<file path="src/rtl/bts_pkg.sv">
// Shared constants, types and register codes for the binary thinning sub-pass unit.
// Depends on nothing; every other file in rtl/ refers to it by scoped names.
package bts_pkg;

    // Deepest line that the line buffers can hold.
    localparam int MAX_WIDTH = 2048;
    // Widest row that is ever used; the column counter never passes it.
    localparam int WIDTH_CAP = (MAX_WIDTH < 2048) ? MAX_WIDTH : 2048;
    localparam int ADDR_W    = (WIDTH_CAP > 1) ? $clog2(WIDTH_CAP) : 1;

    localparam int DIM_W     = 12;
    localparam int POS_W     = 11;
    localparam int CFG_IDX_W = 2;

    typedef logic [DIM_W-1:0]     dim_t;
    typedef logic [POS_W-1:0]     pos_t;
    typedef logic [ADDR_W-1:0]    addr_t;
    typedef logic [CFG_IDX_W-1:0] cfg_idx_t;

    // Configuration register indexes.
    localparam cfg_idx_t REG_IMAGE_WIDTH  = 2'd0;
    localparam cfg_idx_t REG_IMAGE_HEIGHT = 2'd1;
    localparam cfg_idx_t REG_PASS_SELECT  = 2'd2;

    localparam dim_t WIDTH_RESET  = 12'd640;
    localparam dim_t HEIGHT_RESET = 12'd480;
    localparam dim_t WIDTH_MIN    = 12'd3;
    localparam dim_t WIDTH_MAX    = DIM_W'(WIDTH_CAP);
    localparam dim_t HEIGHT_MIN   = 12'd3;
    localparam dim_t HEIGHT_MAX   = 12'd2048;
    localparam dim_t ROW_LIMIT    = 12'd4095;

    // Bounds on the count of set neighbors for a removable pixel.
    localparam logic [3:0] NB_COUNT_MIN = 4'd2;
    localparam logic [3:0] NB_COUNT_MAX = 4'd6;

    // Operation codes of an input request.
    localparam logic OP_PIXEL = 1'b0;
    localparam logic OP_FLUSH = 1'b1;

    // Sub-pass codes.
    localparam logic PASS_FIRST  = 1'b0;
    localparam logic PASS_SECOND = 1'b1;

    // One accepted request on its way from the scan counters to the window.
    typedef struct packed {
        logic  px;
        logic  fs;
        logic  emit;
        logic  border;
        logic  frame_end;
        pos_t  row;
        pos_t  col;
        addr_t addr;
    } item_t;

endpackage

</file>
<file path="src/rtl/bts_line_buffer.sv">
// Two one-bit line buffers held side by side in one memory, with a write-to-read bypass.
// Depends on bts_pkg for the buffer depth and address type.
module bts_line_buffer (
    input  logic           clk,
    input  logic           rst_n,
    input  logic           rd_en,
    input  bts_pkg::addr_t rd_addr,
    input  logic           wr_en,
    input  bts_pkg::addr_t wr_addr,
    input  logic [1:0]     wr_data,
    output logic [1:0]     rd_data
);

    // Bit 1 is the upper line, bit 0 the middle line.
    logic [1:0] mem [bts_pkg::WIDTH_CAP];
    logic [1:0] mem_q_reg;
    logic [1:0] byp_data_reg;
    logic       byp_reg, byp_next;

    // A read that meets a write to the same entry takes the data being written.
    assign byp_next = rd_en ? (wr_en && (wr_addr == rd_addr)) : byp_reg;

    always_ff @(posedge clk)
    begin
        if (wr_en)
        begin
            mem[wr_addr] <= wr_data;
        end
        if (rd_en)
        begin
            mem_q_reg    <= mem[rd_addr];
            byp_data_reg <= wr_data;
        end
    end

    always_ff @(posedge clk or negedge rst_n)
    begin
        if (!rst_n)
        begin
            byp_reg <= 1'b0;
        end
        else
        begin
            byp_reg <= byp_next;
        end
    end

    assign rd_data = byp_reg ? byp_data_reg : mem_q_reg;

    // Read data must not move while no new read is issued.
    a_read_hold: assert property (@(posedge clk) disable iff (!rst_n)
        !rd_en && !(wr_en && byp_reg) |=> $stable(rd_data))
        else $error("line buffer read data changed without a read");

endmodule

</file>
<file path="config.mk">
export PLATFORM = sky130hd
export DESIGN_NAME = bts_line_buffer
export DESIGN_NICKNAME = d
export VERILOG_FILES = /design/src/rtl/bts_pkg.sv /design/src/rtl/bts_line_buffer.sv
export SDC_FILE = /design/constraint.sdc
export NUM_CORES = 2
export LEC_CHECK = 0
export BUFFER_PORTS_ARGS = -buffer_cell sky130_fd_sc_hd__buf_2
export CAP_MARGIN = 20
export CORE_AREA = 2 2 535 537
export CTS_CLUSTER_SIZE = 28
export DETAILED_ROUTE_END_ITERATION = 6
export DIE_AREA = 0 0 537 539
export PLACE_DENSITY = 0.76
export SYNTH_ARGS = -nofsm -noshare
export SYNTH_HDL_FRONTEND = slang
export SYNTH_SLANG_ARGS = --single-unit
</file>
<file path="constraint.sdc">
create_clock -name clk -period 4.1 [get_ports clk]
set_input_delay 0.82 -clock clk [delete_from_list [all_inputs] [get_ports clk]]
set_output_delay 0.82 -clock clk [all_outputs]
set_load 0.1 [all_outputs]
</file>
==> run summary <==
=====================================================================================
Routed wire length .....................................................   501,700 um
Filler cells ...........................................................       18,040
Most frequent standard cell in the layout excluding fill and tap cells .     edfxtp_1
Max-cap violations .....................................................            0
Worst Slack Setup Final ................................................    -5.366 ps
Transition time at the pin with the least slew margin ..................      1255 ps
Post-synth EDFFs .......................................................        4,100
Start point of the critical path .......................................   rd_addr[1]
Register clock-pin slew on the reported worst setup and hold paths .....        60 ps
CTS sink count .........................................................        4,101
Total power density per cell area ...................................... 454.2 nW/um2
Number of nets in the layout ...........................................       10,410
Max Transition Viols Final .............................................            0
GRT Residual Overflow ..................................................            0
Clock period minus worst slack .........................................      4105 ps
Routed length per placed instance ......................................     34.66 um
Slew Limit Headroom ....................................................       0.1555
Residual antenna-violating net count after detailed routing ............            0
Cts bufs inserted ......................................................          397
CTS Buffer Depth .......................................................            4
Kind of critical path ..................................................       in2reg
Starting utilization of the core area ..................................       0.5975
Worst-case register-to-register setup slack ............................       490 ps
RSZ-0062 raised after global routing ...................................        false
Cell area after layout .................................................  188,900 um2
Data required time at the worst endpoint ...............................      4880 ps
Number of rows created at floorplan ....................................          196
Wire length of the first global-routing pass ...........................   706,600 um
Number of warning messages in the yosys log ............................            0
Largest fanout on the critical path ....................................           43
Share of final-layout standard cells stronger than drive strength 1 ....       0.1735
Die H ..................................................................       539 um
CP startpoint kind .....................................................   input port
Die ar. ................................................................  289,400 um2
Element type at the critical path end ..................................    flip-flop
Mean instance size in the synthesized netlist ..........................    16.70 um2
Fmax ...................................................................   0.2436 GHz
Synth Flop Type ........................................................     edfxtp_1
Cells traversed along the worst timing path ............................ buf_8 -> or2_4 -> buf_12 -> buf_12 -> o22ai_1 -> nor3_1 -> a2111oi_1 -> nand4_1 -> o21ai_0 -> buf_4 -> nand4_1 -> nand4_1
Family with the most delay on the worst path ........................... compound AO/OA/AOI/OAI gates
Antenna violations before repair .......................................           35
Via Count ..............................................................      101,800
Footprint of the flip-flops and latches ................................  123,100 um2
Outcome ................................................................ finished with violations
Root Driver ............................................................    clkbuf_16
Mean number of vias per cell ...........................................        7.037
FF-to-FF Start .........................................................  mem[345][1]
Critical Path Slowest Stage Cell .......................................      o21ai_0
Delay contributed by the slowest stage of the critical path ............       880 ps
Maximum ir drop on the vdd rail ........................................     358.7 uV
Count of placed standard cells including taps ..........................       13,750
Top Ports ..............................................................           30
Insertion delay of the later-clocked pin in the worst-skew pair ........       920 ps
Iteration-0 DRC count of the detailed router ...........................       19,430
Final core occ .........................................................       0.6652
Horizontal die dimension ...............................................       537 um
DRC Markers ............................................................           15
Total routing resource utilization after global routing ................       0.3437
Buf/Inv on CP ..........................................................            4
Worst Setup EP ......................................................... mem_q_reg[1]
Post-route clock period utilization ....................................        1.001
Worst r2r dst .......................................................... mem_q_reg[1]
Logic depth of the worst register-to-register path .....................            9
Hold Fails Final Rpt ...................................................            0
Area of the mapped netlist .............................................  169,700 um2
Buffers on Ports .......................................................           29
Total number of cells along the worst setup path .......................           12
CP arrival .............................................................      4880 ps
Area of the multi-input gates ..........................................   41,770 um2
Hold/Removal Path Class ................................................     in2async
Sequential element share of the synthesized area .......................       0.7257
Via count of the first global-routing pass .............................      100,100
Cell leakage power .....................................................     59.43 nW
Total Power ............................................................     85.80 mW
Placed wire-length estimate ............................................   300,700 um
Final setup violating endpoints ........................................            1
Syn_nets ...............................................................       10,190
Mapped Cells ...........................................................       10,160
Maximum number of pins on one net before global-route repair ...........          222
Number of library cell types mapped by synthesis .......................           82
Placeable core region ..................................................  284,000 um2
Post-CTS Setup Bufs ....................................................            0
CTS tree ...............................................................         done
Worst clock skew on the final layout ...................................     46.39 ps
Post-Place Cell Area ...................................................  176,500 um2
CP most frequent cell ..................................................      nand4_1
H-tree lvl count .......................................................            5
Violated checks ........................................................ DRC, setup timing
Area growth, synth to finish ...........................................       11.33%
Max reg flops ..........................................................        4,096
Leading cell types in the layout, fill and taps excluded ............... edfxtp_1, nor2_1, mux2i_1
First-pass DRT Iterations ..............................................            7
Filler-free cell count of the finished design ..........................       14,470
Flip-flop and latch count after synthesis ..............................        4,101
GP Congestion ..........................................................       0.9593
Share of async-settable or async-resettable flops after synthesis ......    0.0002438
=====================================================================================
==> per-layer routing <==
metal / global-route usage / vias to the layer above / wire, um
met3: 0.09941 / 1740 / 77410
li1: - / 40240 / -
met1: 0.4612 / 51100 / 164700
met4: 0.1875 / 10 / 33660
met5: 0 / - / 62
met2: 0.5112 / 8763 / 225800
==> what timing repair did <==
action                                  in CTS  in global routing
resized for setup                            0                  1
hold buffers                                 1                  0
hold endpoints to repair                     1                  0
endpoints found under the setup margin       0                  1
==> through the flow <==
stage	hold WS [ps]	TNS (ps)	setup slack (ps)
after floorplan	524.4	0	1116
after global placement	637.7	-1174	-614.1
after detailed placement	649.4	-761.5	-580.6
after CTS	268.8	0	280.2
after global routing	294.4	0	1.385
final	279.0	-5.366	-5.366
==> cells in the mapped netlist (6+ instances only) <==
master        n  share of area
nand3_1      71         0.0021
nor3b_1       9        0.00040
o21ai_0      96         0.0028
inv_1         6        0.00013
o22ai_1     183         0.0067
o31ai_1      17        0.00075
mux2i_1     803          0.047
buf_6        65         0.0043
o221ai_1    264          0.014
or2_2         8        0.00029
edfxtp_1   4100           0.73
mux4_1       97          0.015
mux2_2        7        0.00046
and3_1       15        0.00055
buf_12       36         0.0042
a21oi_1     127         0.0037
clkbuf_8     11        0.00089
or3_1        45         0.0017
buf_1       106         0.0023
nand4_1      31         0.0011
buf_2       109         0.0032
clkbuf_1    449         0.0099
nor4_1       60         0.0022
o221ai_2     13         0.0012
nor2_1     2179          0.048
buf_4        24         0.0011
nor3_1      148         0.0044
a311oi_1     10        0.00052
a2111oi_0    17        0.00088
and2_1        8        0.00029
nor2b_1      10        0.00037
buf_8        56         0.0050
o32ai_1      17        0.00088
or4_1         7        0.00031
a211oi_1     44         0.0019
xnor2_1       9        0.00046
a31oi_1      17        0.00063
mux4_2      553          0.073
a22oi_1      18        0.00080
and3b_1       7        0.00036
nand2_1     214         0.0047
o211ai_1      7        0.00031
nand2b_1      7        0.00026
==> final cells by class <==
| cell class | count | share of cell area |
|---|---|---|
| Clock buffer | 479 | 0.05501 |
| Tap cell | 3762 | 0.02492 |
| Clock inverter | 222 | 0.009670 |
| Multi-Input combinational cell | 5194 | 0.2211 |
| Antenna cell | 23 | 0.0003047 |
| Inverter | 8 | 0.0002119 |
| Timing Repair Buffer | 684 | 0.03691 |
| Sequential cell | 4101 | 0.6519 |
==> cells by family after synthesis <==
| group | share of synthesized area |
|---|---|
| AOI/OAI and AO/OA | 0.03764 |
| buffers and inverters | 0.03120 |
| muxes | 0.1363 |
| xor gates and xnor gates | 0.0005678 |
| DFF | 0.7257 |
| and+or+nand+nor | 0.06861 |
==> worst min path at each step <==
stage,startpoint,endpoint,slack (ps)
4_1_cts,rst_n,byp_reg,270
3_5_place_dp,byp_reg,byp_reg,650
3_3_place_gp,byp_reg,byp_reg,640
5_1_grt,rst_n,byp_reg,290
2_1_floorplan,rst_n,byp_reg,520
6_report,rst_n,byp_reg,280
==> where the power goes <==
group          leakage, nW  switching (mW)  total [mW]  internal, mW
clock                 5.98            15.5        35.1          19.6
combinational         16.6            3.09        4.59          1.51
sequential            36.9         0.00712        46.1          46.1
total                 59.4            18.5        85.8          67.3
==> worst register-to-register path: cells and delay by family (launching register included) <==
kind | cells | cell delay [ps]
AND/OR/NAND/NOR | 4 | 1120
multiplexers | 1 | 80
AO/OA/AOI/OAI | 3 | 1640
buffers and inverters | 1 | 320
flip-flops | 1 | 340
(Power assumes the default switching activity.)
