## src/rtl/bts_pkg.sv

```systemverilog
// Shared constants, types and register codes for the binary thinning sub-pass unit.
// Depends on nothing; every other file in rtl/ refers to it by scoped names.
package bts_pkg;

    // Deepest line that the line buffers can hold.
    localparam int MAX_WIDTH = 2048;
    // Widest row that is ever used; the column counter never passes it.
    localparam int WIDTH_CAP = (MAX_WIDTH < 2048) ? MAX_WIDTH : 2048;
    localparam int ADDR_W    = (WIDTH_CAP > 1) ? $clog2(WIDTH_CAP) : 1;

    localparam int DIM_W     = 12;
    localparam int POS_W     = 11;
    localparam int CFG_IDX_W = 2;

    typedef logic [DIM_W-1:0]     dim_t;
    typedef logic [POS_W-1:0]     pos_t;
    typedef logic [ADDR_W-1:0]    addr_t;
    typedef logic [CFG_IDX_W-1:0] cfg_idx_t;

    // Configuration register indexes.
    localparam cfg_idx_t REG_IMAGE_WIDTH  = 2'd0;
    localparam cfg_idx_t REG_IMAGE_HEIGHT = 2'd1;
    localparam cfg_idx_t REG_PASS_SELECT  = 2'd2;

    localparam dim_t WIDTH_RESET  = 12'd640;
    localparam dim_t HEIGHT_RESET = 12'd480;
    localparam dim_t WIDTH_MIN    = 12'd3;
    localparam dim_t WIDTH_MAX    = DIM_W'(WIDTH_CAP);
    localparam dim_t HEIGHT_MIN   = 12'd3;
    localparam dim_t HEIGHT_MAX   = 12'd2048;
    localparam dim_t ROW_LIMIT    = 12'd4095;

    // Bounds on the count of set neighbors for a removable pixel.
    localparam logic [3:0] NB_COUNT_MIN = 4'd2;
    localparam logic [3:0] NB_COUNT_MAX = 4'd6;

    // Operation codes of an input request.
    localparam logic OP_PIXEL = 1'b0;
    localparam logic OP_FLUSH = 1'b1;

    // Sub-pass codes.
    localparam logic PASS_FIRST  = 1'b0;
    localparam logic PASS_SECOND = 1'b1;

    // One accepted request on its way from the scan counters to the window.
    typedef struct packed {
        logic  px;
        logic  fs;
        logic  emit;
        logic  border;
        logic  frame_end;
        pos_t  row;
        pos_t  col;
        addr_t addr;
    } item_t;

endpackage

```

## src/rtl/bts_scan_ctrl.sv

```systemverilog
// Raster scan counters and the stage register that holds one accepted request.
// Depends on bts_pkg for widths, limits and the item_t struct.
module bts_scan_ctrl (
    input  logic            clk,
    input  logic            rst_n,
    input  logic            accept,
    input  logic            advance,
    input  logic            operation,
    input  logic            pixel_in,
    input  logic            frame_start,
    input  bts_pkg::dim_t   eff_width,
    input  bts_pkg::dim_t   eff_height,
    output bts_pkg::addr_t  rd_addr,
    output logic            s1_valid,
    output bts_pkg::item_t  s1_item
);

    bts_pkg::pos_t  col_reg, col_next;
    bts_pkg::dim_t  row_reg, row_next;
    bts_pkg::dim_t  fill_reg, fill_next;
    logic           s1_valid_reg, s1_valid_next;
    bts_pkg::item_t s1_item_reg;
    bts_pkg::item_t item_next;

    bts_pkg::pos_t  col_cur;
    bts_pkg::dim_t  row_cur;
    bts_pkg::dim_t  fill_cur;
    bts_pkg::dim_t  out_row;
    bts_pkg::dim_t  out_col;
    logic           col_nz;
    logic           row_low;

    always_comb
    begin
        col_cur  = frame_start ? '0 : col_reg;
        row_cur  = frame_start ? '0 : row_reg;
        fill_cur = frame_start ? '0 : fill_reg;

        // At column zero the emitted pixel is the last column two rows up.
        col_nz  = (col_cur != '0);
        row_low = col_nz ? (row_cur == '0) : (row_cur < 12'd2);
        out_row = row_cur - (col_nz ? 12'd1 : 12'd2);
        out_col = col_nz ? ({1'b0, col_cur} - 12'd1) : (eff_width - 12'd1);

        item_next.px        = (operation == bts_pkg::OP_FLUSH) ? 1'b0 : pixel_in;
        item_next.fs        = frame_start;
        item_next.emit      = (fill_cur >= eff_width + 12'd1) && !row_low
                              && (out_row < eff_height);
        item_next.border    = (out_row == '0) || (out_row == eff_height - 12'd1)
                              || (out_col == '0) || (out_col >= eff_width - 12'd1);
        item_next.frame_end = (out_row == eff_height - 12'd1)
                              && (out_col == eff_width - 12'd1);
        item_next.row       = out_row[bts_pkg::POS_W-1:0];
        item_next.col       = out_col[bts_pkg::POS_W-1:0];
        item_next.addr      = col_cur[bts_pkg::ADDR_W-1:0];

        fill_next = (fill_cur < eff_width + 12'd1) ? fill_cur + 12'd1 : fill_cur;
        if ({1'b0, col_cur} + 12'd1 >= eff_width)
        begin
            col_next = '0;
            row_next = (row_cur < bts_pkg::ROW_LIMIT) ? row_cur + 12'd1 : row_cur;
        end
        else
        begin
            col_next = col_cur + 11'd1;
            row_next = row_cur;
        end

        s1_valid_next = advance ? accept : s1_valid_reg;
    end

    always_ff @(posedge clk or negedge rst_n)
    begin
        if (!rst_n)
        begin
            col_reg      <= '0;
            row_reg      <= '0;
            fill_reg     <= '0;
            s1_valid_reg <= 1'b0;
        end
        else
        begin
            s1_valid_reg <= s1_valid_next;
            if (accept)
            begin
                col_reg  <= col_next;
                row_reg  <= row_next;
                fill_reg <= fill_next;
            end
        end
    end

    always_ff @(posedge clk)
    begin
        if (accept)
        begin
            s1_item_reg <= item_next;
        end
    end

    assign rd_addr  = item_next.addr;
    assign s1_valid = s1_valid_reg;
    assign s1_item  = s1_item_reg;

    // A frame start always leaves the scan one pixel into row zero.
    a_frame_start_restart: assert property (@(posedge clk) disable iff (!rst_n)
        accept && frame_start |=> col_reg == 11'd1 && row_reg == '0 && fill_reg == 12'd1)
        else $error("scan counters did not restart on frame start");

endmodule

```

## config.mk

```make
export PLATFORM = sky130hd
export DESIGN_NAME = bts_scan_ctrl
export DESIGN_NICKNAME = d
export VERILOG_FILES = /design/src/rtl/bts_pkg.sv /design/src/rtl/bts_scan_ctrl.sv
export SDC_FILE = /design/constraint.sdc
export NUM_CORES = 1
export LEC_CHECK = 0
export ABC_CLOCK_PERIOD_IN_PS = 5700
export CAP_MARGIN = 30
export CORE_ASPECT_RATIO = 1.1
export CORE_UTILIZATION = 40
export CTS_BUF_LIST = sky130_fd_sc_hd__clkbuf_16
export DETAILED_ROUTE_END_ITERATION = 10
export DONT_BUFFER_PORTS = 1
export GPL_ROUTABILITY_DRIVEN = 0
export GPL_TIMING_DRIVEN = 1
export PLACE_DENSITY = 0.54
export SYNTH_ARGS = -nofsm -noshare
export SYNTH_HDL_FRONTEND = slang
export SYNTH_SLANG_ARGS = --single-unit
```

## constraint.sdc

```tcl
create_clock -name clk -period 5.7 [get_ports clk]
set_input_delay 1.14 -clock clk [delete_from_list [all_inputs] [get_ports clk]]
set_output_delay 1.14 -clock clk [all_outputs]
set_load 0.005 [all_outputs]
```

==> metrics.md, run 1 <==
| Metric | Value |
|---|---|
| DRT iter0 DRCs | 363 |
| Synthesis Warnings | 0 |
| Final Setup Violations | 0 |
| Detail Route Antenna Nets | 0 |
| Hold Slack | 0.483 ns |
| # DRC | 0 |
| CTS buffer count | 9 |
| Critical path type | primary input to flop |
| Die W | 120 um |
| CP max FO | 49 |
| Clock Tree Buf Depth | 2 |
| Worst setup EP type | flop |
| Power Density | 252 mW/mm2 |
| Global Route Usage Sum | 20.8% |
| Core area | 0.0150 mm2 |
| Startpoint types | primary input |
| Slew Limit Headroom | 41.8% |
| Die H | 132 um |
| Setup Fix Bufs, Post-CTS | 0 |
| Max cap viols | 0 |
| NetSw | 0.000491 W |
| Placed Area | 0.00622 mm2 |
| Clock power frac | 37.8% |
| Share of layout cells above drive strength 1 | 6.29% |
| Pleak | 2.78 nW |
| Port Buffers | 0 |
| Final Cycle Share | 81.2% |
| FF+latch count, synth | 74 |
| Seq pwr share | 38.8% |
| Fillers | 1473 |
| Site Rows | 47 |
| Total number of vias | 5022 |
| Routed wire per std cell | 18.1 um |
| Layout area overhead | 6.66% |
| Vias in the first global route | 4916 |
| Status | complete, no violations |
| Reg clk slew, reported paths | 0.07 ns |
| Fin. Hold Viols | 0 |
| Ys async rst share | 48.6% |
| Final min period | 4.63 ns |
| Hold-fix buffers at CTS | 0 |
| Worst VDD drop | 0.155 mV |
| Pre-antenna DRT Iters | 5 |
| R2R Setup Slk | 1.28 ns |
| Cell Int Power | 0.00116 W |
| I/O Pins | 81 |
| Sequential fraction of the synthesis area | 33.3% |
| H-tree Lvls | 3 |
| Final wirelength | 15.7 mm |
| Slew @ Worst Pin | 0.865 ns |
| Pre-CTS WS | 0.746 ns |
| GRT overflow | 0 |
| Max reg flops | 38 |
| Global-route wire length before repair | 25.8 mm |
| Die Area | 0.0158 mm2 |
| RSZ-0062 raised after global routing | no |
| Critical Path RT | 5.92 ns |
| Worst-Skew Late Latency | 0.35 ns |
| Fin. max-slew vios | 0 |
| Final Skew | 0.00800 ns |
| Number of synthesized flops with an enable pin | 38 |
| Hold WC Path Type | primary input to asynchronous set/reset pin |
| Syn nets | 776 |
| Post-Synthesis Cell Area | 0.00613 mm2 |
| CTS Root Cell | clkbuf_16 |
| Design Area, Final | 0.00654 mm2 |
| Synth Flop Type | edfxtp_1 |
| Avg Cell Area, Syn | 8.93 um2 |
| Switching share of power | 29.8% |
| Post-synthesis cell count | 686 |
| Worst Path Arrival | 4.85 ns |
| Via density | 5.81 |
| Total Neg Setup Slack | 0 ns |
| Largest net degree at the start of global routing | 83 |
| Clock tree from TritonCTS | done |
| Worst Slack Setup Final | 1.07 ns |
| Nets | 753 |
| Gate power share | 23.4% |
| FMAX | 216 MHz |
| Initial Util | 40.9% |
| # diodes | 0 |
| CTS sink cnt | 74 |
| CTS-repair resized insts | 0 |
| DP HPWL | 11.9 mm |
| Yosys cell types | 72 |
| Initial antenna violation count | 0 |
## stage by stage
step	power, W	std cells	util, %
2_1_floorplan	0.000947	686	-
3_3_place_gp	0.00102	848	41.5
3_5_place_dp	0.00103	848	41.5
4_1_cts	0.00166	864	43.6
5_1_grt	0.00173	864	43.6
6_report	0.00165	864	43.6
## logic make-up (layout without fill, tap and decap cells)
group / after synthesis / count (layout) / share of synthesized area [%]
AND/OR/NAND/NOR: 256 / 256 / 22.8
AO/OA/AOI/OAI: 123 / 123 / 14.3
buffers and inverters: 106 / 88 / 7.27
flip-flops: 74 / 74 / 33.3
adder cells (fa/ha/maj): 59 / 59 / 12.2
XOR/XNOR: 59 / 59 / 8.66
multiplexers: 9 / 9 / 1.49
## power by group through the flow
stage | logic, W | registers, W | clock network, W
global route | 0.000430 | 0.000645 | 0.000652
global placement | 0.000372 | 0.000650 | 0
floorplan | 0.000304 | 0.000643 | 0
CTS | 0.000384 | 0.000641 | 0.000636
detailed placement | 0.000381 | 0.000651 | 0
finish | 0.000385 | 0.000640 | 0.000624
## final cells by class
cell class	count	area [um2]	area share, %
Sequential cell	74	2040	31.2
Tap cell	196	245	3.75
Inverter	68	255	3.91
Clock buffer	9	225	3.45
Timing Repair Buffer	4	30.0	0.460
Clock inverter	7	93.8	1.44
Multi-Input combinational cell	506	3640	55.8
## path summary, 6_finish.rpt
check	startpoint	endpoint	depth (start not counted)
max reg2reg	col_reg[2]	s1_item[33]	13
min in group clk	s1_valid	s1_valid	1
max in group asynchronous	rst_n	col_reg[0]	0
min reg2reg	s1_valid	s1_valid	1
max	frame_start	s1_item[33]	15
min	rst_n	fill_reg[8]	0
## critical path, stage by stage
cell,delay (ns)
inv_2,0.07
nand2_1,0.13
ha_1,0.33
o21ai_1,0.26
a21oi_4,0.06
inv_2,0.16
ha_1,0.21
inv_1,0.06
fa_1,0.54
o311a_1,0.44
or3_1,0.35
a221oi_1,0.47
nand4b_4,0.14
a2111oi_2,0.29
and2_1,0.18
## placed cells by master, fill, tap and decap left out, types with 6 or more instances in the layout
cell | netlist | layout
nand2_1 | 53 | 53
nand2b_1 | 7 | 7
nor4_1 | 18 | 18
nand3_1 | 45 | 45
clkbuf_16 | 0 | 9
o211ai_1 | 7 | 7
nor2b_1 | 17 | 17
inv_1 | 64 | 65
nor2_1 | 30 | 30
or3_1 | 7 | 7
o31ai_1 | 6 | 6
o21a_1 | 6 | 6
xnor2_1 | 56 | 56
nand4_1 | 19 | 19
dfrtp_1 | 36 | 36
a21o_1 | 17 | 17
edfxtp_1 | 38 | 38
a21oi_1 | 19 | 18
mux2i_1 | 8 | 8
o21ai_0 | 22 | 22
ha_1 | 58 | 58
nor3_1 | 27 | 27
## cells in the mapped netlist, types with 3 or more instances
| cell type | instances | area share, % |
|---|---|---|
| nand4_1 | 19 | 1.9 |
| nand2b_1 | 7 | 0.71 |
| buf_1 | 3 | 0.18 |
| mux2i_1 | 8 | 1.3 |
| inv_1 | 64 | 3.9 |
| or3_1 | 7 | 0.71 |
| a21oi_1 | 19 | 1.6 |
| nor3_1 | 27 | 2.2 |
| buf_2 | 5 | 0.41 |
| nor2b_1 | 17 | 1.7 |
| o22ai_1 | 4 | 0.41 |
| inv_2 | 3 | 0.18 |
| or4_1 | 3 | 0.37 |
| a21o_1 | 17 | 2.1 |
| nand3_1 | 45 | 3.7 |
| ha_1 | 58 | 12 |
| buf_4 | 11 | 1.3 |
| nand4b_1 | 3 | 0.43 |
| clkbuf_1 | 19 | 1.2 |
| o31ai_1 | 6 | 0.74 |
| or2_2 | 3 | 0.31 |
| edfxtp_1 | 38 | 19 |
| a211oi_1 | 4 | 0.49 |
| nand2_1 | 53 | 3.2 |
| dfrtp_1 | 36 | 15 |
| and3_1 | 5 | 0.51 |
| nor2_1 | 30 | 1.8 |
| o21ai_1 | 3 | 0.24 |
| a21boi_0 | 3 | 0.37 |
| o21a_1 | 6 | 0.74 |
| xnor2_1 | 56 | 8.0 |
| a31oi_1 | 5 | 0.51 |
| nor4_1 | 18 | 1.8 |
| o211a_1 | 3 | 0.49 |
| o21ai_0 | 22 | 1.8 |
| o211ai_1 | 7 | 0.86 |
## per-layer routing
layer	track usage [%]	routed length, um	vias up
met3	3.11	846	24
li1	-	-	2426
met4	9.38	389	0
met5	0	0	-
met1	28.1	7230	2423
met2	32.6	7200	149
(Power assumes the default switching activity.)
==> run 2, diff against run 1 <==
- ABC_AREA: default -> 1
- ABC_CLOCK_PERIOD_IN_PS: 5700 -> 3720
- PLACE_DENSITY: 0.54 -> 0.56
- clock period: 5.7 -> 3.72 ns (I/O delays scaled with it)
==> metrics.md, run 2 <==
| Metric | Value |
|---|---|
| # diodes | 0 (unchanged) |
| R2R Setup Slk | 0.39 ns (-0.89 ns) |
| Post-synthesis cell count | 940 (+37%) |
| Pre-CTS WS | -0.152 ns (-0.897 ns) |
| I/O Pins | 81 (unchanged) |
| DP HPWL | 13.5 mm (+14%) |
| Post-layout util | 44.5% (+0.92 points) |
| Syn nets | 1030 (+33%) |
| Commonest non-fill, non-tap cell in the layout | nand2_1 |
| Via density | 5.08 (-13%) |
| Yosys cell types | 49 (-32%) |
| Slew Limit Headroom | 62.4% (+21 points) |
| Port Buffers | 0 (unchanged) |
| Initial antenna violation count | 0 (unchanged) |
| Final min period | 3.37 ns |
| Worst Reg-to-Reg Cells | 22 (+9) |
| Clock tree from TritonCTS | done |
| Worst Slack Setup Final | 0.351 ns (-0.722 ns) |
| CTS Root Cell | clkbuf_16 |
| Slowest stage cell on the critical path | fa_2 |
| Routed wire per std cell | 14.8 um (-18%) |
| Power Density | 368 mW/mm2 (+46%) |
| Max reg flops | 38 (unchanged) |
| GRT overflow | 0 (unchanged) |
| Final Setup Violations | 0 (unchanged) |
| Total number of vias | 5851 (+17%) |
| Largest cells by area after synthesis | edfxtp_1 17%, nand2_1 15%, dfrtp_1 13% |
| Synthesis Warnings | 0 (unchanged) |
| Clock Tree Buf Depth | 2 (unchanged) |
| FMAX | 297 MHz |
| Critical Path Stages | 23 (+8) |
| Final Skew | 0.00865 ns (+0.000645 ns) |
| Worst setup EP type | flop |
| Share of layout cells above drive strength 1 | 10.8% (+4.5 points) |
| Reg clk slew, reported paths | 0.06 ns (about the same) |
| Fin. max-slew vios | 0 (unchanged) |
| Worst R2R End | s1_item[35] |
| Synth top cells by count | 263 x nand2_1, 117 x inv_1, 100 x nor2_1 |
| Fin. Hold Viols | 0 (unchanged) |
| Pre-antenna DRT Iters | 8 (+3) |
| CP max stage delay | 0.36 ns (-0.18 ns) |
| Avg Cell Area, Syn | 7.16 um2 (-20%) |
| Hold WC Path Type | primary input to asynchronous set/reset pin |
| Setup Fix Bufs, Post-CTS | 0 (unchanged) |
| Die W | 126 um (+4.7%) |
| Final wirelength | 17.0 mm (+8.7%) |
| Total power | 0.00269 W (+63%) |
| Initial Util | 41.0% (+0.11 points) |
| Nets | 1032 (+37%) |
| Largest net degree at the start of global routing | 74 (-11%) |
| Status | complete, but fails checks |
| CP startpoint | frame_start |
| Vias in the first global route | 5540 (+13%) |
| # DRC | 15 (+15) |
| Final Cycle Share | 90.6% |
| CP delay by family, top | simple AND/OR/NAND/NOR gates |
| Die H | 138 um (+4.7%) |
| Critical Path RT | 3.81 ns (-2.11 ns) |
| Buf/Inv on CP | 4 (+1) |
| Synth Flop Type | edfxtp_1 |
| Detail Route Antenna Nets | 0 (unchanged) |
| Layout area overhead | 8.62% |
| Slew @ Worst Pin | 0.563 ns (-0.303 ns) |
| Worst VDD drop | 0.222 mV (+43%) |
| Critical path type | primary input to flop |
| CTS buffer count | 9 (unchanged) |
| Die Area | 0.0174 mm2 (+9.7%) |
| Global Route Usage Sum | 20.7% (-0.11 points) |
| Max cap viols | 0 (unchanged) |
| RSZ-0062 raised after global routing | no |
| Reg-to-Reg Start | col_reg[1] |
| Site Rows | 49 (+4.3%) |
| Critical path, cell by cell | inv_4, nand2_4, ha_4, nand3_4, nor2_4, nand2_2, ha_4, inv_2, fa_2, inv_2, nand2_2, nor2_4, nand2_2, nor2_1, nand2_1, nand2_2, inv_2, ha_4, nand4_1, nor3_1, nand2_1, o2111ai_1, nor3_1 |
| Sequential fraction of the synthesis area | 30.3% (-3.0 points) |
| Failing checks | design-rule violations |
| CTS-repair resized insts | 0 (unchanged) |
| Ys async rst share | 48.6% (unchanged) |
| H-tree Lvls | 3 (unchanged) |
| Hold-fix buffers at CTS | 0 (unchanged) |
| CTS sink cnt | 74 (unchanged) |
| Cell with the most instances after synthesis | nand2_1 |
| DRT iter0 DRCs | 300 (-17%) |
| Placed Area | 0.00697 mm2 (+12%) |
| Number of synthesized flops with an enable pin | 38 (unchanged) |
| CP max FO | 19 (-61%) |
| Global-route wire length before repair | 28.2 mm (+9.6%) |
| Setup crit end | s1_item[35] |
| Pleak | 3.65 nW (+31%) |
| Startpoint types | primary input |
| Synth area leader | edfxtp_1 |
| Post-Synthesis Cell Area | 0.00673 mm2 (+9.9%) |
| Area fraction of the dominant cell type after synthesis | 17.0% (-1.7 points) |
| Design Area, Final | 0.00731 mm2 (+12%) |
| CP most frequent cell | nand2_2 |
| Core area | 0.0164 mm2 (+9.6%) |
| Worst Path Arrival | 3.46 ns (-1.39 ns) |
| FF+latch count, synth | 74 (unchanged) |
| Commonest cells after routing, fill and taps aside | 261 x nand2_1, 112 x inv_1, 99 x nor2_1, 73 x nand3_1, 55 x ha_1 |
| Worst-Skew Late Latency | 0.35 ns (about the same) |
run 2: where the power goes:
group	switching [W]	internal (W)
sequential	0.0000350	0.000952
combinational	0.000467	0.000269
clock	0.000379	0.000592
run 2: metal layers:
metal / track usage (%) / routed length [um]
met1: 29.0 / 8420
met2: 32.0 / 7480
met3: 3.33 / 786
met4: 7.45 / 347
met5: 0 / 0
run 2: cell type report:
| cell class | count | area (um2) |
|---|---|---|
| clock buffers | 9 | 225 |
| clock inverters | 7 | 100 |
| fillers | 1719 | 9120 |
| inverters | 126 | 482 |
| multi-input cells | 714 | 4080 |
| flip-flops and latches | 74 | 2040 |
| well taps | 204 | 255 |
| repair buffers | 17 | 128 |
run 2: per-stage QoR:
| stage | hold WS, ns | setup TNS, ns | std cells |
|---|---|---|---|
| after floorplan | 0.448 | 0 | 940 |
| after global placement | 0.450 | -0.0875 | 1135 |
| after detailed placement | 0.450 | -0.277 | 1135 |
| after CTS | 0.0754 | 0 | 1151 |
| after global routing | 0.0731 | 0 | 1151 |
| final | 0.0867 | 0 | 1151 |
run 2: how the worst min path moves through the flow:
stage | endpoint | from | slack, ns
after global placement | s1_valid | rst_n | 0.45
after floorplan | col_reg[0] | rst_n | 0.45
after global routing | s1_valid | rst_n | 0.07
final | s1_valid | rst_n | 0.09
after detailed placement | s1_valid | rst_n | 0.45
after CTS | s1_valid | rst_n | 0.08
run 2: cell families (layout without fill, tap and decap cells):
logic type,after synthesis,after routing,synth area share (%)
adder cells (fa/ha/maj),59,59,11.1
XOR/XNOR,46,46,5.99
AO/OA/AOI/OAI,86,86,6.93
AND/OR/NAND/NOR,523,523,35.6
buffers and inverters,152,159,10.1
flip-flops,74,74,30.3
