===== src/rtl/bts_pkg.sv =====
// Shared constants, types and register codes for the binary thinning sub-pass unit.
// Depends on nothing; every other file in rtl/ refers to it by scoped names.
package bts_pkg;

    // Deepest line that the line buffers can hold.
    localparam int MAX_WIDTH = 2048;
    // Widest row that is ever used; the column counter never passes it.
    localparam int WIDTH_CAP = (MAX_WIDTH < 2048) ? MAX_WIDTH : 2048;
    localparam int ADDR_W    = (WIDTH_CAP > 1) ? $clog2(WIDTH_CAP) : 1;

    localparam int DIM_W     = 12;
    localparam int POS_W     = 11;
    localparam int CFG_IDX_W = 2;

    typedef logic [DIM_W-1:0]     dim_t;
    typedef logic [POS_W-1:0]     pos_t;
    typedef logic [ADDR_W-1:0]    addr_t;
    typedef logic [CFG_IDX_W-1:0] cfg_idx_t;

    // Configuration register indexes.
    localparam cfg_idx_t REG_IMAGE_WIDTH  = 2'd0;
    localparam cfg_idx_t REG_IMAGE_HEIGHT = 2'd1;
    localparam cfg_idx_t REG_PASS_SELECT  = 2'd2;

    localparam dim_t WIDTH_RESET  = 12'd640;
    localparam dim_t HEIGHT_RESET = 12'd480;
    localparam dim_t WIDTH_MIN    = 12'd3;
    localparam dim_t WIDTH_MAX    = DIM_W'(WIDTH_CAP);
    localparam dim_t HEIGHT_MIN   = 12'd3;
    localparam dim_t HEIGHT_MAX   = 12'd2048;
    localparam dim_t ROW_LIMIT    = 12'd4095;

    // Bounds on the count of set neighbors for a removable pixel.
    localparam logic [3:0] NB_COUNT_MIN = 4'd2;
    localparam logic [3:0] NB_COUNT_MAX = 4'd6;

    // Operation codes of an input request.
    localparam logic OP_PIXEL = 1'b0;
    localparam logic OP_FLUSH = 1'b1;

    // Sub-pass codes.
    localparam logic PASS_FIRST  = 1'b0;
    localparam logic PASS_SECOND = 1'b1;

    // One accepted request on its way from the scan counters to the window.
    typedef struct packed {
        logic  px;
        logic  fs;
        logic  emit;
        logic  border;
        logic  frame_end;
        pos_t  row;
        pos_t  col;
        addr_t addr;
    } item_t;

endpackage


===== src/rtl/bts_window_eval.sv =====
// 3x3 window register, the thinning decision on the window center and the result register.
// Depends on bts_pkg for item_t, position types and the neighbor count bounds.
module bts_window_eval (
    input  logic           clk,
    input  logic           rst_n,
    input  logic           advance,
    input  logic           s1_valid,
    input  bts_pkg::item_t s1_item,
    input  logic           top_bit,
    input  logic           mid_bit,
    input  logic           pass_select,
    output logic           out_valid,
    output logic           pixel_out,
    output bts_pkg::pos_t  out_row,
    output bts_pkg::pos_t  out_col,
    output logic           frame_end
);

    logic [8:0]    window_reg, window_next;
    logic [8:0]    window_base;
    logic          out_valid_reg, out_valid_next;
    logic          pixel_reg, pixel_next;
    bts_pkg::pos_t row_reg;
    bts_pkg::pos_t col_reg;
    logic          frame_end_reg;
    logic          step;

    // Returns 0 when the center pixel is to be cleared by this sub-pass.
    function automatic logic thin_keep(input logic [8:0] w, input logic sel);
        logic [7:0] ring;
        logic [3:0] nb_count;
        logic [3:0] rise_count;
        logic       c1, c2;
        ring = {w[0], w[3], w[6], w[7], w[8], w[5], w[2], w[1]};
        nb_count   = '0;
        rise_count = '0;
        for (int i = 0; i < 8; i++)
        begin
            nb_count = nb_count + {3'd0, ring[i]};
            rise_count = rise_count + {3'd0, (!ring[i] && ring[(i + 1) % 8])};
        end
        if (sel == bts_pkg::PASS_FIRST)
        begin
            c1 = ring[0] & ring[2] & ring[4];
            c2 = ring[2] & ring[4] & ring[6];
        end
        else
        begin
            c1 = ring[0] & ring[2] & ring[6];
            c2 = ring[0] & ring[4] & ring[6];
        end
        thin_keep = !((rise_count == 4'd1) && (nb_count >= bts_pkg::NB_COUNT_MIN)
                      && (nb_count <= bts_pkg::NB_COUNT_MAX) && !c1 && !c2);
    endfunction

    assign step = advance && s1_valid;

    always_comb
    begin
        window_base = s1_item.fs ? '0 : window_reg;
        // Each row shifts one column toward the oldest and takes the new column.
        window_next = {s1_item.px, window_base[8:7],
                       mid_bit,    window_base[5:4],
                       top_bit,    window_base[2:1]};
        if (s1_item.border || !window_next[4])
        begin
            pixel_next = window_next[4];
        end
        else
        begin
            pixel_next = thin_keep(window_next, pass_select);
        end
        out_valid_next = advance ? (s1_valid && s1_item.emit) : out_valid_reg;
    end

    always_ff @(posedge clk or negedge rst_n)
    begin
        if (!rst_n)
        begin
            window_reg    <= '0;
            out_valid_reg <= 1'b0;
        end
        else
        begin
            out_valid_reg <= out_valid_next;
            if (step)
            begin
                window_reg <= window_next;
            end
        end
    end

    always_ff @(posedge clk)
    begin
        if (step)
        begin
            pixel_reg     <= pixel_next;
            row_reg       <= s1_item.row;
            col_reg       <= s1_item.col;
            frame_end_reg <= s1_item.frame_end;
        end
    end

    assign out_valid = out_valid_reg;
    assign pixel_out = pixel_reg;
    assign out_row   = row_reg;
    assign out_col   = col_reg;
    assign frame_end = frame_end_reg;

    a_emit_lands: assert property (@(posedge clk) disable iff (!rst_n)
        step && s1_item.emit |=> out_valid_reg)
        else $error("emitted pixel did not reach the result register");

    a_window_hold: assert property (@(posedge clk) disable iff (!rst_n)
        !step |=> $stable(window_reg))
        else $error("window moved without a request in the stage");

endmodule

===== config.mk =====
export PLATFORM = sky130hd
export DESIGN_NAME = bts_window_eval
export DESIGN_NICKNAME = d
export VERILOG_FILES = /design/src/rtl/bts_pkg.sv /design/src/rtl/bts_window_eval.sv
export SDC_FILE = /design/constraint.sdc
export NUM_CORES = 1
export LEC_CHECK = 0
export BUFFER_PORTS_ARGS = -buffer_cell sky130_fd_sc_hd__buf_4
export CORE_ASPECT_RATIO = 0.6
export CORE_MARGIN = 5
export CORE_UTILIZATION = 49
export DETAILED_ROUTE_END_ITERATION = 7
export GPL_ROUTABILITY_DRIVEN = 0
export PLACE_DENSITY = 0.82
export REMOVE_ABC_BUFFERS = 1
export SLEW_MARGIN = 10
export SYNTH_ARGS = -nofsm -noshare
export SYNTH_HDL_FRONTEND = slang
export SYNTH_SLANG_ARGS = --single-unit

===== constraint.sdc =====
create_clock -name clk -period 9.37 [get_ports clk]
set_clock_uncertainty 0.1 [all_clocks]
set_input_delay 0 -clock clk [delete_from_list [all_inputs] [get_ports clk]]
set_output_delay 0 -clock clk [all_outputs]
set_load 0.05 [all_outputs]

==> impl_metrics.ini, run 1 <==
[worst_setup_path]
worstSetupEndpointType = register
crit_arrival_ns = 3.95
crit_type = input port to register
crit_path_start_kind = input port
worstPathMaxFanout = 6
critPathRequiredTime_ns = 9.28

[synth]
synth-seq-cells = 31
ys_warn_count = 0
netlist_area_sq_um = 1446
synthSimpleGateAreaFrac = 0.08218
synthXorXnorAreaFrac = 0.006055
ys_seq_area_frac = 0.6194
synthMuxAreaShare = 0.02163
synth_top_family_by_area = adder cells
synth_cell_types = 22
syn_avg_cell_area_sq_um = 13.39
synth-compound-area-share = 0.05882
synth_fa_ha_area_frac = 0.1574
syn-instance-count = 108

[cts]
htree_levels = 2
clk_pin_slew_worst_paths_ns = 0.07
clk-insertion-delay-late_ns = 0.28
cts_buffer_depth = 2
numCtsBuffers = 5
post-cts-setup-buffers = 0
clock-root-buffer = clkbuf_8
clkSinkCount = 31
cts_tree = yes

[power]
power_density_nw_per_um2 = 177.4
irDropWorstVdd_uv = 149.7
power_leakage_uw = 0.001093
power.total_uw = 417.7

[placed_design]
dpl.hpwl_um = 2711
portBuffers = 58

[floorplan]
dieWidth_um = 80.14
die_h_um = 52.09
rows = 15
initial_utilization = 0.5070
dieArea_sq_um = 4174
boundaryPins = 70
coreArea_sq_um = 2853

[layout]
syn_to_final_growth_pct = 62.80
antenna_cells = 0
layout-drive-gt1-share = 0.3448
nets = 261

[sta]
min_period_ns = 4.040
tightestPinTransition_ns = 0.9496
tns_ns = 0
relSlewSlack = 0.3663
rsz0062_at_grt = false
max_freq_mhz = 247.5
hold_slack_ns = 0.05333
finalHoldViolCount = 0
finalSetupViolations = 0
drv_slew = 0
post-route-period-util = 0.4312

[grt]
gr-max-usage-layer = met2
overflow = 0
grt_pass1_wl_um = 7010
grt_pass1_vias = 1325
use_met2 = 0.4176
grt_max_degree = 26
use_met3 = 0.05709
grt_use_total = 0.2392
antenna_found_initial = 0
gr-usage-met1 = 0.2823

[detailed_routing]
detail-route-antenna-nets = 0
drtIter0Drc = 129
routed_wl_um = 4488
drt-wirelength-per-cell_um = 18.32
drc = 0
num_vias = 1230
dr.pass1.iters = 4
vias_per_cell = 5.020

[worst_hold_path]
holdCritPathClass = input port to register

[flow_run]
cap_violations = 0

[outcome]
status = completed
where the power goes:
part | switching, uW | leakage [uW] | internal, uW | total, uW
logic | 67.3 | 0.000717 | 47.3 | 115
clock network | 50.0 | 0.0000612 | 86.0 | 136
registers | 6.67 | 0.000315 | 160 | 167
total | 124 | 0.00109 | 294 | 418
what timing repair did:
action	4_1_cts	5_1_grt
endpoints found under the hold margin	35	0
gates resized for setup	0	0
setup endpoints to repair	0	0
hold buffers	31	0
cell type report:
type / instances / area [sq um]
Clock buffer: 6 / 82.58
Clock inverter: 2 / 35.03
Fill cell: 154 / 498.0
Inverter: 19 / 71.32
Multi-Input combinational cell: 56 / 471.7
Sequential cell: 31 / 895.9
Tap cell: 42 / 52.55
Timing Repair Buffer: 89 / 745.7
final timing paths:
| check | startpoint | to | slack (ns) | cells after the start |
|---|---|---|---|---|
| min | s1_item[34] | pixel_out$_DFFE_PP_ | 0.05 | 3 |
| max in group asynchronous | rst_n | out_valid$_DFFE_PN0P_ | 8.28 | 3 |
| min reg2reg | window_reg[5]$_DFFE_PN0P_ | window_reg[5]$_DFFE_PN0P_ | 0.45 | 1 |
| max reg2reg | window_reg[2]$_DFFE_PN0P_ | pixel_out$_DFFE_PP_ | 5.38 | 14 |
| max | s1_item[36] | pixel_out$_DFFE_PP_ | 5.33 | 16 |
| min in group asynchronous | rst_n | window_reg[8]$_DFFE_PN0P_ | 0.62 | 3 |
cell usage in the layout, fill, tap and decap left out, drive strengths merged, types with 2 or more instances in the layout:
cell / count
a21oi: 2
buf: 58
clkbuf: 6
dfrtp: 7
dlygate4sd3: 31
edfxtp: 24
fa: 7
ha: 7
inv: 19
mux2i: 2
nand2: 10
nand2b: 6
nor2: 5
o21ai: 5
o22ai: 2
or2: 2
cells in the mapped netlist:
cell / count / area, sq um
a22o_1: 1 / 8.760
ha_1: 7 / 87.58
mux2i_1: 2 / 20.02
a21oi_1: 2 / 10.01
nand2_1: 10 / 37.54
nor2_1: 5 / 18.77
o21ai_0: 5 / 25.02
a31oi_1: 1 / 6.260
xor2_1: 1 / 8.760
mux2_2: 1 / 11.26
o22ai_1: 2 / 12.51
edfxtp_1: 24 / 720.7
a2111oi_2: 1 / 15.01
fa_1: 7 / 140.1
nand3_1: 1 / 5.000
dfrtp_1: 7 / 175.2
nor3b_1: 1 / 7.510
nand2b_1: 6 / 37.54
inv_1: 19 / 71.32
clkbuf_1: 2 / 7.510
or2_2: 2 / 12.51
a21o_1: 1 / 7.510
per-layer routing:
layer | wire length (um) | part of all wire
met5 | 0 | 0
met4 | 112 | 0.025
met3 | 255 | 0.057
met2 | 2379 | 0.53
met1 | 1741 | 0.39
stage by stage:
stage | util | instance area [sq um] | setup slack, ns | cells
5_1_grt | 0.8254 | 2355 | 5.199 | 245
6_report | 0.8254 | 2355 | 5.330 | 245
3_5_place_dp | 0.6754 | 1927 | 5.555 | 206
2_1_floorplan | - | 1439 | 5.881 | 106
4_1_cts | 0.8254 | 2355 | 5.478 | 245
3_3_place_gp | 0.6754 | 1927 | 5.643 | 206
critical path: stages:
cell           delay [ns]
dlygate4sd3_1        0.53
buf_4                0.15
nand2b_1             0.21
inv_1                0.14
a21oi_1              0.10
ha_1                 0.29
inv_1                0.06
fa_1                 0.52
inv_1                0.05
fa_1                 0.54
ha_1                 0.19
inv_1                0.07
fa_1                 0.48
nand2_1              0.09
a2111oi_2            0.35
a31oi_1              0.16
logic make-up after synthesis:
kind of cell,count (synthesis)
xor+xnor,1
flops,31
simple gates,25
buf+inv,21
mux,3
compound gates,13
fa+ha+maj,14
(Power assumes the default switching activity.)
==> run 2: changes to the inputs <==
--- a/config.mk
+++ b/config.mk
@@ -8,10 +8,10 @@
 export BUFFER_PORTS_ARGS = -buffer_cell sky130_fd_sc_hd__buf_4
 export CORE_ASPECT_RATIO = 0.6
 export CORE_MARGIN = 5
-export CORE_UTILIZATION = 49
+export CORE_UTILIZATION = 41
 export DETAILED_ROUTE_END_ITERATION = 7
 export GPL_ROUTABILITY_DRIVEN = 0
-export PLACE_DENSITY = 0.82
+export PLACE_DENSITY = 0.73
 export REMOVE_ABC_BUFFERS = 1
 export SLEW_MARGIN = 10
 export SYNTH_ARGS = -nofsm -noshare
==> constraint.sdc (replaced) <==
create_clock -name clk -period 3.5 [get_ports clk]
set_clock_uncertainty 0.1 [all_clocks]
set_input_delay 0 -clock clk [delete_from_list [all_inputs] [get_ports clk]]
set_output_delay 0 -clock clk [all_outputs]
set_load 0.05 [all_outputs]
==> run 2 against run 1 <==
The flow now finishes with violations (setup timing); worst hold slack lost 0.034 ns; combinational power grew to 2.9 times the previous value; sequential power grew to 2.7 times the previous value; cell area increased by 2.3%; clock power grew 110%; wire length decreased by 2.2%; clock-buffer cell count is 1 lower; setup slack got worse by 5.5 ns; via count increased by 0.49%; largest cell class unchanged; highest routed layer unchanged.
==> impl_metrics.ini, run 2 (synthesized netlist as in run 1, its figures left out) <==
[grt]
grt_pass1_vias = 1319
grt_pass1_wl_um = 6748
grt_use_total = 0.1857
overflow = 0
grt_max_degree = 26
antenna_found_initial = 0

[detailed_routing]
detail-route-antenna-nets = 0
vias_per_cell = 4.809
routed_wl_um = 4391
dr.pass1.iters = 4
drtIter0Drc = 92
drc = 0
num_vias = 1236
drt-wirelength-per-cell_um = 17.09

[worst_setup_path]
reg2reg_to = pixel_out$_DFFE_PP_
worstPathCellList = nand2b_1 -> inv_2 -> a21oi_2 -> ha_1 -> inv_2 -> fa_1 -> inv_1 -> fa_1 -> ha_2 -> inv_2 -> fa_1 -> nand2_1 -> a2111oi_2 -> a31oi_1
critPathRequiredTime_ns = 3.43
slowest_delay_ns = 0.53
worstSetupEndpointType = register
crit_arrival_ns = 3.57
crit_path_top_delay_cell = fa_1
rrSetupSlack_ns = -0.14
cp_top_family = adder cells
crit_type = register to register
rr_worst_depth = 14
startpoint = window_reg[2]$_DFFE_PN0P_
worstPathMaxFanout = 2
crit_path_start_kind = register
r2r-start = window_reg[2]$_DFFE_PN0P_
cp.buffers_inverters = 4

[floorplan]
dieArea_sq_um = 4855
boundaryPins = 70
coreArea_sq_um = 3323
initial_utilization = 0.4352
dieWidth_um = 86.68
die_h_um = 56.01
rows = 16

[cts]
clkSinkCount = 31
htree_levels = 2
clock-root-buffer = clkbuf_8
clk-insertion-delay-late_ns = 0.29
clk_pin_slew_worst_paths_ns = 0.07
cts_buffer_depth = 2
numCtsBuffers = 5
cts_tree = yes

[sta]
hold_slack_ns = 0.01924
rsz0062_at_grt = true
max_freq_mhz = 275.0
post-route-period-util = 1.039
relSlewSlack = 0.3909
tns_ns = -0.1363
finalSetupViolations = 1
setup_ws_ns = -0.1363
finalHoldViolCount = 0
drv_slew = 0
tightestPinTransition_ns = 0.9126
min_period_ns = 3.636

[flow_run]
cap_violations = 0

[worst_hold_path]
holdPathStages = 3
holdCritPathClass = input port to register
min_from = s1_item[34]
holdPathEnd = pixel_out$_DFFE_PP_

[outcome]
status = finished with violations
violations = setup timing

[power]
power_density_nw_per_um2 = 438.6
irDropWorstVdd_uv = 372.8
power_leakage_uw = 0.001109

[placed_design]
dpl.hpwl_um = 2761
dpl.cell_count = 214
portBuffers = 58

[layout]
fill_cells = 220
final_cell_mix = buf_4, dlygate4sd3_1, edfxtp_1
final_cell_count_no_fill = 257
layout-drive-gt1-share = 0.4151
nets = 270
fin_util = 0.7248
layout_commonest_cell = buf_4
antenna_cells = 0
syn_to_final_growth_pct = 66.52
run 2: worst max-delay path by stage:
stage	end	slack, ns	depth (start not counted)
floorplan	pixel_out$_DFFE_PP_	0.01	14
global placement	pixel_out$_DFFE_PP_	-0.06	14
detailed placement	pixel_out$_DFFE_PP_	-0.07	14
CTS	pixel_out$_DFFE_PP_	0.009	14
global route	pixel_out$_DFFE_PP_	-0.24	15
finish	pixel_out$_DFFE_PP_	-0.14	14
run 2: what timing repair did:
action	4_1_cts	5_1_grt
hold buffers	30	0
pin swaps	5	0
gates resized for setup	3	5
endpoints found under the setup margin	1	1
setup buffers	4	1
endpoints found under the hold margin	34	0
run 2: report_power, final:
group	total, uW	internal (uW)	switching [uW]
clock	283	138	145
sequential	444	429	14.9
combinational	329	144	185
total	1060	711	345
run 2: per-layer routing:
metal  vias to the layer above  wire, um  track usage  share of wire
met2                        57      2384       0.3301           0.54
met3                         4       275      0.03994          0.063
met5                         -         0            0              0
met4                         0        42      0.05333         0.0096
li1                        564         -            -              -
met1                       611      1687       0.2251           0.38
run 2: worst min-delay path, stage by stage:
cell	delay, ns
buf_4	0.09
a2111oi_2	0.04
a31oi_1	0.16
run 2: area by class of cell:
cell class / instances / area, sq um / area share
multi-input cells: 56 / 485.5 / 0.2016
repair buffers: 98 / 810.8 / 0.3366
inverters: 19 / 71.32 / 0.02961
clock buffers: 5 / 68.82 / 0.02857
well taps: 45 / 56.30 / 0.02338
flip-flops and latches: 31 / 895.9 / 0.3719
clock inverters: 3 / 20.02 / 0.008312
run 2: stage by stage:
stage / total power, uW / worst slack [ns] / cell area [sq um]
final: 1056 / -0.1363 / 2409
after global routing: 1103 / -0.2444 / 2409
after CTS: 1034 / 0.008915 / 2395
after detailed placement: 722.3 / -0.07008 / 1968
after global placement: 710.3 / -0.06009 / 1968
after floorplan: 619.6 / 0.01091 / 1439
==> run 3: changes to the inputs <==
--- a/config.mk
+++ b/config.mk
@@ -11,9 +11,12 @@
 export CORE_UTILIZATION = 41
 export DETAILED_ROUTE_END_ITERATION = 7
 export GPL_ROUTABILITY_DRIVEN = 0
+export HOLD_SLACK_MARGIN = 0.06
 export PLACE_DENSITY = 0.73
 export REMOVE_ABC_BUFFERS = 1
+export SETUP_SLACK_MARGIN = 0.3
 export SLEW_MARGIN = 10
 export SYNTH_ARGS = -nofsm -noshare
 export SYNTH_HDL_FRONTEND = slang
 export SYNTH_SLANG_ARGS = --single-unit
+export TNS_END_PERCENT = 50
==> run 3 against run 2 <==
The run still ends with setup timing left; register-to-register slack better by 0.03 ns; first-iteration DRC count shrank 26%; flip-flop and latch count unchanged; via count increased by 3.6%; largest power group unchanged.
==> impl_metrics.ini, run 3 (synthesized netlist as in run 1, its figures left out) <==
[detailed_routing]
routed_wl_um = 4684
vias_per_cell = 4.758
drc = 0
detail-route-antenna-nets = 0
drtIter0Drc = 68
num_vias = 1280
drt-wirelength-per-cell_um = 17.41
dr.pass1.iters = 4

[grt]
antenna_found_initial = 0
grt_use_total = 0.2044
grt_pass1_vias = 1424
grt_pass1_wl_um = 7383
overflow = 0
grt_max_degree = 26

[layout]
regArea_sq_um = 895.9
nets = 282
antenna_cells = 0
syn_to_final_growth_pct = 74.48
multiInputGateArea_sq_um = 505.5
layout-drive-gt1-share = 0.4330
final_cell_mix = buf_4, dlygate4sd3_1, edfxtp_1
fill_cells = 198
layout_commonest_cell = buf_4

[floorplan]
rows = 16
die_h_um = 56.01
coreArea_sq_um = 3323
dieArea_sq_um = 4855
boundaryPins = 70
initial_utilization = 0.4352
dieWidth_um = 86.68

[cts]
clk_pin_slew_worst_paths_ns = 0.07
clk-insertion-delay-late_ns = 0.28
numCtsBuffers = 5
clkSinkCount = 31
cts_tree = yes
cts_buffer_depth = 2
clock-root-buffer = clkbuf_8
htree_levels = 2

[flow_run]
cap_violations = 0

[worst_setup_path]
worstSetupEndpointType = register
worstPathCellList = nand2b_1 -> buf_4 -> buf_4 -> buf_4 -> buf_4 -> buf_4 -> buf_4 -> buf_4 -> buf_4 -> buf_4 -> nor2_1 -> fa_1 -> ha_2 -> inv_2 -> fa_1 -> nand2_1 -> a2111oi_4 -> a31oi_1
rrSetupSlack_ns = -0.10
crit_arrival_ns = 3.53
critPathRequiredTime_ns = 3.42
crit_top_cell = buf_4
worstPathMaxFanout = 2
crit_path_top_delay_cell = fa_1
crit_type = register to register
cp.buffers_inverters = 10
slowest_delay_ns = 0.54
cp_top_family = adder cells
crit_path_start_kind = register

[sta]
setup_ws_ns = -0.1031
drv_slew = 0
min_period_ns = 3.603
post-route-period-util = 1.029
finalSetupViolations = 1
tns_ns = -0.1031
rsz0062_at_grt = true
finalHoldViolCount = 0
tightestPinTransition_ns = 0.9635
max_freq_mhz = 277.5
relSlewSlack = 0.3569

[outcome]
status = finished with violations
violations = setup timing

[power]
power_density_nw_per_um2 = 428.6
irDropWorstVdd_uv = 347.4
power_leakage_uw = 0.001170

[worst_hold_path]
holdCritPathClass = input port to register

[placed_design]
portBuffers = 58
dpl.hpwl_um = 2761
place_ws_ns = -0.07008
run 3: metrics by stage:
| step | power (uW) | cell area [sq um] | std cells | utilization | hold WS (ns) |
|---|---|---|---|---|---|
| 2_1_floorplan | 619.6 | 1439 | 106 | - | -0.3956 |
| 3_3_place_gp | 710.3 | 1968 | 214 | 0.5922 | -0.2846 |
| 3_5_place_dp | 722.3 | 1968 | 214 | 0.5922 | -0.2821 |
| 4_1_cts | 1055 | 2496 | 267 | 0.7511 | 0.07381 |
| 5_1_grt | 1135 | 2524 | 269 | 0.7594 | 0.1121 |
| 6_report | 1082 | 2524 | 269 | 0.7594 | 0.09272 |
run 3: worst paths after layout:
| check | startpoint | end | cells past startpoint |
|---|---|---|---|
| setup / recovery | window_reg[2]$_DFFE_PN0P_ | pixel_out$_DFFE_PP_ | 18 |
| hold / removal | s1_item[36] | window_reg[7]$_DFFE_PN0P_ | 4 |
| setup reg to reg | window_reg[2]$_DFFE_PN0P_ | pixel_out$_DFFE_PP_ | 18 |
| hold reg to reg | window_reg[7]$_DFFE_PN0P_ | window_reg[7]$_DFFE_PN0P_ | 2 |
| max in group asynchronous | rst_n | window_reg[4]$_DFFE_PN0P_ | 3 |
| min in group asynchronous | rst_n | window_reg[5]$_DFFE_PN0P_ | 3 |
run 3: repair_timing:
action	4_1_cts	5_1_grt
hold buffers	32	0
gates resized for setup	8	1
setup endpoints to repair	1	1
buffers inserted	13	2
pin swaps	12	0
hold endpoints to repair	36	0
run 3: where the power goes:
part / leakage [uW] / switching [uW] / internal (uW)
clock network: 0.0000402 / 141 / 138
logic: 0.000815 / 197 / 162
registers: 0.000315 / 13.7 / 429
run 3: worst min-delay path, cell delays in order:
cell	delay, ns
buf_4	0.11
nand2b_1	0.12
buf_4	0.12
o21ai_0	0.08
run 3: cell type report:
class / count / area share
clock buffers: 5 / 0.02727
clock inverters: 3 / 0.007933
inverters: 19 / 0.02826
multi-input cells: 56 / 0.2003
flip-flops and latches: 31 / 0.3550
well taps: 45 / 0.02231
repair buffers: 110 / 0.3589
run 3: layer usage:
metal	GRT usage	part of all wire	vias up
li1	-	-	590
met1	0.2429	0.38	622
met2	0.3497	0.53	53
met3	0.06065	0.067	15
met4	0.07333	0.029	0
met5	0	0	-
